## src/sv/hrf_pkg.sv

```systemverilog
package hrf_pkg;

  localparam int unsigned METHOD_MAX_DEF = 15;
  localparam int unsigned URI_MAX_DEF    = 255;
  localparam int unsigned HEADER_MAX_DEF = 4095;

  localparam int unsigned LEN_W = 17;
  localparam int unsigned KEY_LEN = 15;
  localparam int unsigned ADDR_W = 3;

  // register byte addresses
  localparam logic [ADDR_W-1:0] ADDR_EXPECT_LENGTH = 3'd0;

  typedef enum logic [2:0] {
    REGION_METHOD = 3'd0,
    REGION_SEP    = 3'd1,
    REGION_URI    = 3'd2,
    REGION_HEADER = 3'd3,
    REGION_BODY   = 3'd4,
    REGION_EXCESS = 3'd5
  } region_e;

  typedef enum logic [1:0] {
    STATUS_BUSY       = 2'd0,
    STATUS_COMPLETE   = 2'd1,
    STATUS_INCOMPLETE = 2'd2,
    STATUS_MALFORMED  = 2'd3
  } status_e;

  typedef struct packed {
    logic [7:0] data_byte;
    logic       end_of_data;
  } in_t;

  typedef struct packed {
    logic [7:0]       byte_out;
    region_e          region;
    status_e          status;
    logic [LEN_W-1:0] length_value;
    logic [3:0]       method_length;
    logic [7:0]       uri_length;
    logic [11:0]      header_length;
  } out_t;

  typedef struct packed {
    logic expect_length;
  } cfg_t;

  localparam logic [7:0] CHR_SPACE = 8'h20;
  localparam logic [7:0] CHR_CR    = 8'h0D;
  localparam logic [7:0] CHR_LF    = 8'h0A;
  localparam logic [7:0] CHR_C     = 8'h43;
  localparam logic [7:0] CHR_ZERO  = 8'h30;
  localparam logic [7:0] CHR_NINE  = 8'h39;

  // "\r\n\r\n"
  function automatic logic [7:0] blank_char(logic [1:0] idx);
    logic [7:0] c;
    case (idx)
      2'd0: c = CHR_CR;
      2'd1: c = CHR_LF;
      2'd2: c = CHR_CR;
      default: c = CHR_LF;
    endcase
    return c;
  endfunction

  // "Content-Length:"
  function automatic logic [7:0] key_char(logic [3:0] idx);
    logic [7:0] c;
    case (idx)
      4'd0:  c = 8'h43; // C
      4'd1:  c = 8'h6F; // o
      4'd2:  c = 8'h6E; // n
      4'd3:  c = 8'h74; // t
      4'd4:  c = 8'h65; // e
      4'd5:  c = 8'h6E; // n
      4'd6:  c = 8'h74; // t
      4'd7:  c = 8'h2D; // -
      4'd8:  c = 8'h4C; // L
      4'd9:  c = 8'h65; // e
      4'd10: c = 8'h6E; // n
      4'd11: c = 8'h67; // g
      4'd12: c = 8'h74; // t
      4'd13: c = 8'h68; // h
      4'd14: c = 8'h3A; // :
      default: c = 8'h00;
    endcase
    return c;
  endfunction

endpackage

```

## src/sv/hrf_cfg.sv

```systemverilog
module hrf_cfg (
  input  logic                       clk_i,
  input  logic                       rst_ni,
  input  logic                       psel,
  input  logic                       penable,
  input  logic                       pwrite,
  input  logic [hrf_pkg::ADDR_W-1:0] paddr,
  input  logic [31:0]                pwdata,
  output logic [31:0]                prdata,
  output logic                       pready,
  output hrf_pkg::cfg_t              cfg_o
);
  import hrf_pkg::*;

  logic expect_q, expect_d;
  logic wr_en;

  assign pready = 1'b1;
  assign wr_en  = psel && penable && pwrite;

  always_comb begin
    expect_d = expect_q;
    if (wr_en && paddr == ADDR_EXPECT_LENGTH) begin
      expect_d = pwdata[0];
    end
  end

  always_ff @(posedge clk_i or negedge rst_ni) begin
    if (!rst_ni) begin
      expect_q <= 1'b0;
    end else begin
      expect_q <= expect_d;
    end
  end

  always_comb begin
    prdata = '0;
    if (paddr == ADDR_EXPECT_LENGTH) begin
      prdata = {31'd0, expect_q};
    end
  end

  assign cfg_o.expect_length = expect_q;

endmodule

```

## src/sv/hrf_core.sv

```systemverilog
module hrf_core #(
  parameter int unsigned METHOD_MAX = hrf_pkg::METHOD_MAX_DEF,
  parameter int unsigned URI_MAX    = hrf_pkg::URI_MAX_DEF,
  parameter int unsigned HEADER_MAX = hrf_pkg::HEADER_MAX_DEF
) (
  input  logic          clk_i,
  input  logic          rst_ni,
  input  logic          fire_i,
  input  hrf_pkg::in_t  item_i,
  input  hrf_pkg::cfg_t cfg_i,
  output hrf_pkg::out_t res_o
);
  import hrf_pkg::*;

  localparam int unsigned MCW = $clog2(METHOD_MAX + 1);
  localparam int unsigned UCW = $clog2(URI_MAX + 1);
  localparam int unsigned HCW = $clog2(HEADER_MAX + 1);

  localparam logic [2:0] PH_METHOD = 3'd0;
  localparam logic [2:0] PH_SEP    = 3'd1;
  localparam logic [2:0] PH_URI    = 3'd2;
  localparam logic [2:0] PH_HEADER = 3'd3;
  localparam logic [2:0] PH_BODY   = 3'd4;
  localparam logic [2:0] PH_EXCESS = 3'd5;

  localparam logic [1:0] DG_NONE = 2'd0;
  localparam logic [1:0] DG_SKIP = 2'd1;
  localparam logic [1:0] DG_READ = 2'd2;
  localparam logic [1:0] DG_DONE = 2'd3;

  logic [2:0]       phase_q, phase_d;
  logic [2:0]       blank_q, blank_d;
  logic [3:0]       key_q, key_d;
  logic [1:0]       dgp_q, dgp_d;
  logic [2:0]       dgc_q, dgc_d;
  logic [LEN_W-1:0] acc_q, acc_d;
  logic             seen_q, seen_d;
  logic [LEN_W-1:0] body_q, body_d;
  logic [MCW-1:0]   mcnt_q, mcnt_d;
  logic [UCW-1:0]   ucnt_q, ucnt_d;
  logic [HCW-1:0]   hcnt_q, hcnt_d;

  logic [7:0]  b;
  logic        is_sp;
  logic        is_dig;
  logic [3:0]  dig;
  logic        done;
  logic        clear;
  region_e     region;
  status_e     status;

  assign b      = item_i.data_byte;
  assign is_sp  = (b == CHR_SPACE);
  assign is_dig = (b >= CHR_ZERO) && (b <= CHR_NINE);
  assign dig    = b[3:0];

  always_comb begin
    phase_d = phase_q;
    blank_d = blank_q;
    key_d   = key_q;
    dgp_d   = dgp_q;
    dgc_d   = dgc_q;
    acc_d   = acc_q;
    seen_d  = seen_q;
    body_d  = body_q;
    mcnt_d  = mcnt_q;
    ucnt_d  = ucnt_q;
    hcnt_d  = hcnt_q;
    done    = 1'b0;
    region  = REGION_EXCESS;

    case (phase_q)
      PH_METHOD: begin
        if (is_sp) begin
          region  = REGION_SEP;
          phase_d = PH_SEP;
        end else begin
          region = REGION_METHOD;
          if (mcnt_q < MCW'(METHOD_MAX)) mcnt_d = mcnt_q + 1'b1;
        end
      end
      PH_SEP: begin
        if (is_sp) begin
          region = REGION_SEP;
        end else begin
          region  = REGION_URI;
          phase_d = PH_URI;
          if (ucnt_q < UCW'(URI_MAX)) ucnt_d = ucnt_q + 1'b1;
        end
      end
      PH_URI: begin
        if (is_sp) begin
          region  = REGION_SEP;
          phase_d = PH_HEADER;
        end else begin
          region = REGION_URI;
          if (ucnt_q < UCW'(URI_MAX)) ucnt_d = ucnt_q + 1'b1;
        end
      end
      PH_HEADER: begin
        region = REGION_HEADER;
        if (hcnt_q < HCW'(HEADER_MAX)) hcnt_d = hcnt_q + 1'b1;
        if (blank_q < 3'd4) begin
          if (seen_q) begin
            if (dgp_q == DG_SKIP) begin
              if (is_dig) begin
                acc_d = LEN_W'(dig);
                dgc_d = 3'd1;
                dgp_d = DG_READ;
              end else if (!is_sp) begin
                dgp_d = DG_DONE;
              end
            end else if (dgp_q == DG_READ) begin
              if (is_dig) begin
                // times ten as two shifts
                acc_d = (acc_q << 3) + (acc_q << 1) + LEN_W'(dig);
                dgc_d = dgc_q + 1'b1;
                if (dgc_q + 1'b1 >= 3'd5) dgp_d = DG_DONE;
              end else begin
                dgp_d = DG_DONE;
              end
            end
          end else if (key_q < 4'(KEY_LEN) && b == key_char(key_q)) begin
            key_d = key_q + 1'b1;
            if (key_q + 1'b1 == 4'(KEY_LEN)) begin
              seen_d = 1'b1;
              dgp_d  = DG_SKIP;
            end
          end else begin
            key_d = (b == CHR_C) ? 4'd1 : 4'd0;
          end

          if (b == blank_char(blank_q[1:0])) blank_d = blank_q + 1'b1;
          else blank_d = (b == CHR_CR) ? 3'd1 : 3'd0;

          if (blank_d >= 3'd4 && seen_d) begin
            if (acc_d == '0) begin
              done    = 1'b1;
              phase_d = PH_EXCESS;
            end else begin
              phase_d = PH_BODY;
            end
          end
        end
      end
      PH_BODY: begin
        region = REGION_BODY;
        body_d = body_q + 1'b1;
        if (body_d >= acc_q) begin
          done    = 1'b1;
          phase_d = PH_EXCESS;
        end
      end
      default: begin
        region  = REGION_EXCESS;
        phase_d = PH_EXCESS;
      end
    endcase
  end

  always_comb begin
    if (done) begin
      status = STATUS_COMPLETE;
    end else if (!item_i.end_of_data) begin
      status = STATUS_BUSY;
    end else if (phase_d == PH_HEADER) begin
      if (hcnt_d == '0) status = STATUS_MALFORMED;
      else if (blank_d < 3'd4) status = STATUS_INCOMPLETE;
      else status = cfg_i.expect_length ? STATUS_INCOMPLETE : STATUS_COMPLETE;
    end else if (phase_d == PH_BODY) begin
      status = STATUS_INCOMPLETE;
    end else begin
      status = STATUS_MALFORMED;
    end
  end

  assign clear = item_i.end_of_data && (status != STATUS_INCOMPLETE);

  always_ff @(posedge clk_i or negedge rst_ni) begin
    if (!rst_ni) begin
      phase_q <= PH_METHOD;
      blank_q <= '0;
      key_q   <= '0;
      dgp_q   <= DG_NONE;
      dgc_q   <= '0;
      acc_q   <= '0;
      seen_q  <= 1'b0;
      body_q  <= '0;
      mcnt_q  <= '0;
      ucnt_q  <= '0;
      hcnt_q  <= '0;
    end else if (fire_i) begin
      if (clear) begin
        phase_q <= PH_METHOD;
        blank_q <= '0;
        key_q   <= '0;
        dgp_q   <= DG_NONE;
        dgc_q   <= '0;
        acc_q   <= '0;
        seen_q  <= 1'b0;
        body_q  <= '0;
        mcnt_q  <= '0;
        ucnt_q  <= '0;
        hcnt_q  <= '0;
      end else begin
        phase_q <= phase_d;
        blank_q <= blank_d;
        key_q   <= key_d;
        dgp_q   <= dgp_d;
        dgc_q   <= dgc_d;
        acc_q   <= acc_d;
        seen_q  <= seen_d;
        body_q  <= body_d;
        mcnt_q  <= mcnt_d;
        ucnt_q  <= ucnt_d;
        hcnt_q  <= hcnt_d;
      end
    end
  end

  assign res_o.byte_out      = b;
  assign res_o.region        = region;
  assign res_o.status        = status;
  assign res_o.length_value  = seen_d ? acc_d : '0;
  assign res_o.method_length = 4'(mcnt_d);
  assign res_o.uri_length    = 8'(ucnt_d);
  assign res_o.header_length = 12'(hcnt_d);

endmodule

```

## src/sv/http_request_head_framer.sv

```systemverilog
// channel | dir | handshake                   | word
// in      | rx  | in_valid_i / in_stall_o     | data_byte, end_of_data
// out     | tx  | out_valid_o / out_stall_i   | byte, region, status, lengths
// cfg     | rx  | APB, pready tied high       | expect_length at 0x0
//
// One word per cycle sustained while out_stall_i stays low.
// An input register feeds the parse logic, which updates the request
// state as the word moves into the result register.
// Reset clears all request state and expect_length; no clearing pass.
// in_stall_o rises only while both the result and the input register are full.
module http_request_head_framer #(
  parameter int unsigned METHOD_MAX = hrf_pkg::METHOD_MAX_DEF,
  parameter int unsigned URI_MAX    = hrf_pkg::URI_MAX_DEF,
  parameter int unsigned HEADER_MAX = hrf_pkg::HEADER_MAX_DEF
) (
  input  logic                       clk_i,
  input  logic                       rst_ni,
  input  logic                       in_valid_i,
  output logic                       in_stall_o,
  input  hrf_pkg::in_t               in_data_i,
  output logic                       out_valid_o,
  input  logic                       out_stall_i,
  output hrf_pkg::out_t              out_data_o,
  input  logic                       psel,
  input  logic                       penable,
  input  logic                       pwrite,
  input  logic [hrf_pkg::ADDR_W-1:0] paddr,
  input  logic [31:0]                pwdata,
  output logic [31:0]                prdata,
  output logic                       pready
);
  import hrf_pkg::*;

  logic  in_vld_q, in_vld_d;
  in_t   in_q;
  logic  out_vld_q, out_vld_d;
  out_t  out_q;
  logic  adv;
  logic  take;
  cfg_t  cfg;
  out_t  res;

  hrf_cfg u_cfg (
    .clk_i   (clk_i),
    .rst_ni  (rst_ni),
    .psel    (psel),
    .penable (penable),
    .pwrite  (pwrite),
    .paddr   (paddr),
    .pwdata  (pwdata),
    .prdata  (prdata),
    .pready  (pready),
    .cfg_o   (cfg)
  );

  hrf_core #(
    .METHOD_MAX (METHOD_MAX),
    .URI_MAX    (URI_MAX),
    .HEADER_MAX (HEADER_MAX)
  ) u_core (
    .clk_i  (clk_i),
    .rst_ni (rst_ni),
    .fire_i (adv),
    .item_i (in_q),
    .cfg_i  (cfg),
    .res_o  (res)
  );

  assign adv        = in_vld_q && (!out_vld_q || !out_stall_i);
  assign in_stall_o = in_vld_q && !adv;
  assign take       = in_valid_i && !in_stall_o;

  always_comb begin
    in_vld_d = in_vld_q;
    if (take) in_vld_d = 1'b1;
    else if (adv) in_vld_d = 1'b0;
    out_vld_d = out_vld_q;
    if (adv) out_vld_d = 1'b1;
    else if (!out_stall_i) out_vld_d = 1'b0;
  end

  always_ff @(posedge clk_i or negedge rst_ni) begin
    if (!rst_ni) begin
      in_vld_q  <= 1'b0;
      out_vld_q <= 1'b0;
    end else begin
      in_vld_q  <= in_vld_d;
      out_vld_q <= out_vld_d;
    end
  end

  always_ff @(posedge clk_i) begin
    if (take) in_q <= in_data_i;
    if (adv) out_q <= res;
  end

  assign out_valid_o = out_vld_q;
  assign out_data_o  = out_q;

`ifndef SYNTHESIS
  a_stall_only_when_full: assert property (@(posedge clk_i) disable iff (!rst_ni)
    in_stall_o |-> (out_valid_o && out_stall_i))
    else $error("input stalled while result register free");

  a_complete_region: assert property (@(posedge clk_i) disable iff (!rst_ni)
    (out_valid_o && out_data_o.status == STATUS_COMPLETE) |->
      (out_data_o.region == REGION_HEADER || out_data_o.region == REGION_BODY))
    else $error("request complete outside header or body");

  a_body_has_length: assert property (@(posedge clk_i) disable iff (!rst_ni)
    (out_valid_o && out_data_o.region == REGION_BODY) |-> (out_data_o.length_value != '0))
    else $error("body word without length");
`endif

endmodule
```

## config.mk

```make
export PLATFORM = sky130hd
export DESIGN_NAME = http_request_head_framer
export DESIGN_NICKNAME = d
export VERILOG_FILES = /design/src/sv/hrf_pkg.sv /design/src/sv/hrf_cfg.sv /design/src/sv/hrf_core.sv /design/src/sv/http_request_head_framer.sv
export SDC_FILE = /design/constraint.sdc
export NUM_CORES = 1
export LEC_CHECK = 0
export ABC_AREA = 1
export BUFFER_PORTS_ARGS = -buffer_cell sky130_fd_sc_hd__clkbuf_2
export CORE_AREA = 2 2 112 168
export DETAILED_ROUTE_END_ITERATION = 10
export DIE_AREA = 0 0 114 170
export PLACE_DENSITY = 0.77
export SETUP_SLACK_MARGIN = 0.02
export SLEW_MARGIN = 20
export SYNTH_ARGS = -nofsm -noshare
export SYNTH_HDL_FRONTEND = slang
export SYNTH_SLANG_ARGS = --single-unit
```

## constraint.sdc

```tcl
create_clock -name clk_i -period 3.5 [get_ports clk_i]
set_clock_uncertainty 0.05 [all_clocks]
set_input_delay 0.7 -clock clk_i [delete_from_list [all_inputs] [get_ports clk_i]]
set_output_delay 0.7 -clock clk_i [all_outputs]
set_load 0.05 [all_outputs]
```

==> results of run 1 <==
sequential cells by signal, indices dropped and copies added, names as in the netlist:
name and flops:
u_core.mcnt_q 4, u_core.dgc_q 3, out_valid_o 1, u_core.dgp_q 2
u_core.hcnt_q 12, u_core.ucnt_q 8, u_core.phase_q 3, out_data_o 54
u_cfg.cfg_o 1, u_core.blank_q 3, in_q 9, u_core.body_q 17
in_vld_q 1, u_core.seen_q 1, u_core.acc_q 17, u_core.key_q 4
power by group through the flow:
stage / Sequential, uW / Combinational [uW] / Clock [uW]
2_1_floorplan: 2160 / 400 / 0
3_3_place_gp: 1940 / 793 / 0
3_5_place_dp: 1940 / 807 / 0
4_1_cts: 1910 / 834 / 1830
5_1_grt: 1920 / 935 / 1900
6_report: 1910 / 871 / 1820
worst register-to-register path, delay by kind of cell (launching register included):
| kind | cells | cell delay (ns) |
|---|---|---|
| simple gates | 13 | 1.31 |
| xor+xnor | 1 | 0.23 |
| compound gates | 4 | 0.57 |
| fa+ha+maj | 2 | 0.52 |
| buf+inv | 7 | 0.64 |
| flops | 1 | 0.42 |
layout make-up:
class / instances / area share (%)
Timing Repair Buffer: 143 / 8.55
Multi-Input combinational cell: 874 / 44.6
Clock buffer: 17 / 3.78
Clock inverter: 15 / 1.35
Inverter: 157 / 5.35
Tap cell: 217 / 2.41
Sequential cell: 140 / 34.0
synth_stat cells (all sizes together):
library cell  count  area (sq um)
nand2           305          1190
inv             152           571
nand3           119           608
nor2            111           473
o21ai            99           544
dfrtp            77          1930
edfxtp           63          1890
ha               60           751
buf              48           338
a21oi            37           189
nand4            37           231
xor2             29           254
nor3             16          85.1
clkbuf           14          52.6
clkinv            5          20.0
nand3b            5          37.5
xnor2             4          35.0
nor4              3          18.8
or2               3          18.8
conb              2          7.51
fa                2          40.0
o2111ai           2          17.5
a21boi            1          7.51
a21o              1          7.51
a31oi             1          6.26
and3              1          6.26
mux2i             1          10.0
o211ai            1          7.51
o311ai            1          8.76
o41ai             1          8.76
or3               1          6.26
logic make-up after synthesis:
family,Yosys count,synth area share (%)
buf+inv,219,10.5
mux,1,0.107
flops,140,40.7
compound gates,144,8.50
simple gates,601,28.6
other cells,2,0.0801
xor+xnor,33,3.08
fa+ha+maj,62,8.44
worst min-delay path by stage:
stage                 start              end  slack [ns]  cells after the start
6_report             rst_ni  u_core.acc_q[0]        0.26                      1
5_1_grt              rst_ni  u_core.acc_q[5]        0.32                      1
4_1_cts        in_data_i[3]          in_q[3]        0.37                      1
3_5_place_dp        in_q[8]   out_data_o[53]        0.44                      0
3_3_place_gp       in_vld_q      out_valid_o        0.43                      2
2_1_floorplan        rst_ni         in_vld_q        0.35                      0
layer usage:
metal	track usage [%]	vias up	share of wire, %
met5	0	-	0
met4	13.7	0	5.3
met3	4.45	83	4.9
met2	44.0	310	51
met1	28.8	3993	38
li1	-	4158	-
what timing repair did:
action                                  4_1_cts  5_1_grt
pin swaps                                    14       29
hold endpoints to repair                      0        0
setup buffers                                10        6
gates cloned                                  1        0
resized for setup                            33       55
endpoints found under the setup margin       76       93
hold buffers                                  0        0
through the flow:
stage          instances  power (uW)  util [%]
6_report            1563        4600      62.9
5_1_grt             1563        4760      62.9
4_1_cts             1557        4570      61.3
3_5_place_dp        1514        2750      57.0
3_3_place_gp        1514        2730      57.0
2_1_floorplan       1232        2560         -
==> reports/metrics.cfg, run 1 <==
[setup_path]
critPathMostFrequentCell=nand2_4
cp_top_family=simple AND/OR/NAND/NOR gates
critical_path_arrival_ns=4.11
cp_slowest_stage_delay_ns=0.42
crit_type=reg2reg
worst_r2r_startpoint=u_core.body_q[0]
ff2ff_path_depth=27
crit_start=u_core.body_q[0]
path_max_fanout=6
cp.required_ns=3.81
cp_slowest_cell=dfrtp_1
crit_path_end=u_core.body_q[15]
endpoint_kind=register
path_depth=27
r2r_slack_ns=-0.31
startpoint_type=register
regToRegEndpoint=u_core.body_q[15]
path_buf_inv=7

[global_route]
antenna_found_initial=0
grt-ovfl-total=0
grt_max_degree=150
grt_usage_pct=25.1
grt_pass1_vias=8175
grt_pass1_wl_mm=38.6

[finish]
final_cell_mix=284 x nand2_1, 138 x inv_1, 110 x nand3_1
drive_gt1_share_pct=20.1
multi_input_area_sq_mm=0.00502
postLayoutCellArea_sq_mm=0.0112
fillCellCount=1452
layout_commonest_cell=nand2_1
area_delta_synth_final_pct=20.0
diodes=0
nNetsFinal=1446
ff_latch_area_sq_mm=0.00382

[die]
io_pins=140
dieHeight_um=170
dieArea_sq_mm=0.0194
die_x_um=114
start_util_pct=52.5
core_sq_mm=0.0179
fp-row-count=60

[clock_network]
clk_pin_slew_ns=0.07
root_buffer=clkbuf_16
clkLatencyLatePin_ns=0.44
htreeDepth=4
cts_buffers=17
cts_tree=done
cts_sinks=140
cts_buffer_depth=2

[timing]
fin_crit_ns=3.81
slew_viol_final=0
tns_ns=-15.24
tightest_slew_ns=0.746
setup_violations=76
hold_viol_final=0
holdWs_ns=0.255
worst_slack_ns=-0.306
timing.fmax_ghz=0.263
relSlewSlack_pct=50.3
post-route-period-util_pct=109
rsz0062_at_grt=yes

[detailed_routing]
wl_per_cell_um=15.9
postRouteAntennaNets=0
drc=0
drt-initial-drc-count=749
routed_wl_mm=24.9
drt_pass1_iterations=5
viasPerCell=5.47
vias=8544

[yosys]
synth.distinct_cells=48
syn_area_sq_mm=0.00937
ys_ff_latch=140
syn_inst=1202
yosysSeqAreaShare_pct=40.7
ys_warn_count=0
synth_area_per_cell_sq_um=7.80

[placement]
placed_cell_area_sq_mm=0.0102
dp_slack_ns=-0.295
portBuffers=76
gp_congestion=0.925
hpwl_mm=16.8

[power_and_ir_drop]
power_leakage_uw=0.00570
p_seq_share_pct=41.5
p_int_uw=3050
combPwrFrac_pct=19.0
p_per_area_mw_per_mm2=409
ir_drop_mv=0.318
power.share.clock_pct=39.5
power_switching_uw=1550
switching_share_pct=33.7

[status]
status=finished, violations left
violations=setup timing

[worst_hold_path]
hold_class=in2async

[run]
cap_violations=0

Power figures use the tool's default switching activity.
==> run 2, diff against run 1 <==
--- a/config.mk
+++ b/config.mk
@@ -7,11 +7,12 @@
 export LEC_CHECK = 0
 export ABC_AREA = 1
 export BUFFER_PORTS_ARGS = -buffer_cell sky130_fd_sc_hd__clkbuf_2
-export CORE_AREA = 2 2 112 168
+export CORE_AREA = 2 2 103 155
 export DETAILED_ROUTE_END_ITERATION = 10
-export DIE_AREA = 0 0 114 170
-export PLACE_DENSITY = 0.77
+export DIE_AREA = 0 0 105 157
+export PLACE_DENSITY = 0.86
 export SETUP_SLACK_MARGIN = 0.02
+export SKIP_LAST_GASP = 1
 export SLEW_MARGIN = 20
 export SYNTH_ARGS = -nofsm -noshare
 export SYNTH_HDL_FRONTEND = slang
==> constraint.sdc (replaced) <==
create_clock -name clk_i -period 4.9 [get_ports clk_i]
set_clock_uncertainty 0.05 [all_clocks]
set_input_delay 0.98 -clock clk_i [delete_from_list [all_inputs] [get_ports clk_i]]
set_output_delay 0.98 -clock clk_i [all_outputs]
set_load 0.05 [all_outputs]
==> reports/metrics.cfg, run 2 (synthesized netlist as in run 1, its figures left out) <==
[finish]
final_cell_mix=295 x nand2_1, 144 x inv_1, 118 x nand3_1  ; was 284 x nand2_1, 138 x inv_1, 110 x nand3_1
largest_reg_flops=54  ; unchanged
postLayoutCellArea_sq_mm=0.0105  ; was 0.0112 sq mm
diodes=0  ; unchanged
area_delta_synth_final_pct=11.5  ; was 20.0%
fillCellCount=1162  ; was 1452
layout_commonest_cell=nand2_1  ; unchanged
drive_gt1_share_pct=12.5  ; was 20.1%
layout.cells.non_filler=1486  ; was 1563
nNetsFinal=1387  ; was 1446

[setup_path]
crit_type=reg2reg  ; unchanged
cp_slowest_stage_delay_ns=0.43  ; was 0.42 ns
startpoint_type=register  ; unchanged
critical_path_arrival_ns=4.78  ; was 4.11 ns
path_max_fanout=16  ; was 6
critPathMostFrequentCell=nand2_1  ; was nand2_4
cp_slowest_cell=dfrtp_1  ; unchanged
endpoint_kind=register  ; unchanged
cp.required_ns=5.20  ; was 3.81 ns

[clock_network]
cts_resized=0  ; was 33
clk_pin_slew_ns=0.07  ; about the same
cts_sinks=140  ; unchanged
htreeDepth=4  ; unchanged
root_buffer=clkbuf_16  ; unchanged
cts_tree=done  ; unchanged
hold_buffers=0  ; unchanged
cts_buffers=17  ; unchanged
cts_setup_buffers=0  ; was 10
cts_buffer_depth=2  ; unchanged
clkLatencyLatePin_ns=0.44  ; about the same

[die]
io_pins=140  ; unchanged
core_sq_mm=0.0150  ; was 0.0179 sq mm
start_util_pct=62.5  ; was 52.5%
dieHeight_um=157  ; was 170 um
die_x_um=105  ; was 114 um
fp-row-count=55  ; was 60
dieArea_sq_mm=0.0165  ; was 0.0194 sq mm

[power_and_ir_drop]
power_leakage_uw=0.00532  ; was 0.00570 uW
p_total_uw=3220  ; was 4600 uW
p_per_area_mw_per_mm2=308  ; was 409 mW/mm^2
ir_drop_mv=0.254  ; was 0.318 mV

[detailed_routing]
vias=8465  ; was 8544
viasPerCell=5.70  ; was 5.47
postRouteAntennaNets=0  ; unchanged
wl_per_cell_um=15.4  ; was 15.9 um
drt-initial-drc-count=796  ; was 749
drt_pass1_iterations=8  ; was 5
routed_wl_mm=22.9  ; was 24.9 mm
drc=0  ; unchanged

[global_route]
grt_pass1_vias=8081  ; was 8175
antenna_found_initial=0  ; unchanged
grt_usage_pct=28.4  ; was 25.1%
grt-ovfl-total=0  ; unchanged
grt_max_degree=83  ; was 150
grt_pass1_wl_mm=37.7  ; was 38.6 mm

[placement]
post-place-cells=1453  ; was 1514
hpwl_mm=16.0  ; was 16.8 mm
portBuffers=76  ; unchanged
gp_congestion=0.909  ; was 0.925
placed_cell_area_sq_mm=0.00981  ; was 0.0102 sq mm

[timing]
rsz0062_at_grt=no  ; was yes
holdWs_ns=0.447  ; was 0.255 ns
slew_viol_final=0  ; unchanged
fin_crit_ns=4.48  ; was 3.81 ns
timing.fmax_ghz=0.223  ; was 0.263 GHz
post-route-period-util_pct=91.4  ; was 109%
relSlewSlack_pct=39.8  ; was 50.3%
setup_violations=0  ; was 76
tightest_slew_ns=0.897  ; was 0.746 ns
hold_viol_final=0  ; unchanged
tns_ns=0  ; was -15.24 ns

[run]
cap_violations=0  ; unchanged

[worst_hold_path]
hold_class=reg2reg  ; was in2async

[status]
status=finished clean  ; was finished, violations left

==> run 2: cell count changes in the layout (fill, tap and decap cells not counted), sizes merged <==
| cell | delta |
|---|---|
| bufinv | -1 |
| buf | -59 |
| inv | -4 |
| clkinv | +7 |
| clkinvlp | -2 |
==> run 2: where the power goes <==
| part | internal, uW | leakage [uW] | switching, uW |
|---|---|---|---|
| Clock | 692 | 0.000298 | 608 |
| Combinational | 107 | 0.00335 | 451 |
| Sequential | 1320 | 0.00168 | 44.9 |
==> run 2: final timing paths <==
check                                      start  slack (ns)  cells after the start          endpoint
worst min register to register           in_q[8]        0.45                      0    out_data_o[53]
min in group asynchronous                 rst_ni        0.49                      1  u_core.acc_q[11]
worst max-delay path            u_core.body_q[0]        0.42                     26  u_core.body_q[3]
worst min-delay path                     in_q[8]        0.45                      0    out_data_o[53]
worst max register to register  u_core.body_q[0]        0.42                     26  u_core.body_q[3]
max in group asynchronous                 rst_ni        3.74                      1   u_core.dgc_q[2]
==> run 2: area by class of cell <==
| class | count | area (sq um) | share of cell area, % |
|---|---|---|---|
| sequential | 140 | 3820 | 36.5 |
| multi-input combinational | 874 | 4720 | 45.2 |
| clock inverter | 15 | 189 | 1.81 |
| timing repair buffer | 84 | 459 | 4.39 |
| clock buffer | 17 | 425 | 4.07 |
| inverter | 157 | 591 | 5.65 |
| tap | 199 | 249 | 2.38 |
==> run 2: through the flow <==
step                      worst slack, ns  util [%]
final                               0.420      69.7
after global routing                0.111      69.7
after CTS                           0.380      69.5
after detailed placement            0.424      65.4
after global placement              0.537      65.4
after floorplan                     0.961         -
==> run 2: critical path: cells and delay by family, from the launching register on <==
family	cells	cell delay, ns
xor gates and xnor gates	1	0.29
adders and majority gates	2	0.52
DFF	1	0.43
buffers and inverters	4	0.54
AOI/OAI and AO/OA	4	0.59
and+or+nand+nor	15	1.99
==> run 2: per-layer routing <==
layer	vias to the layer above	GRT usage, %	wire [um]
li1	4054	-	-
met1	3907	32.1	8460
met2	408	51.3	11800
met3	96	3.85	1480
met4	0	16.3	1130
met5	-	0	0
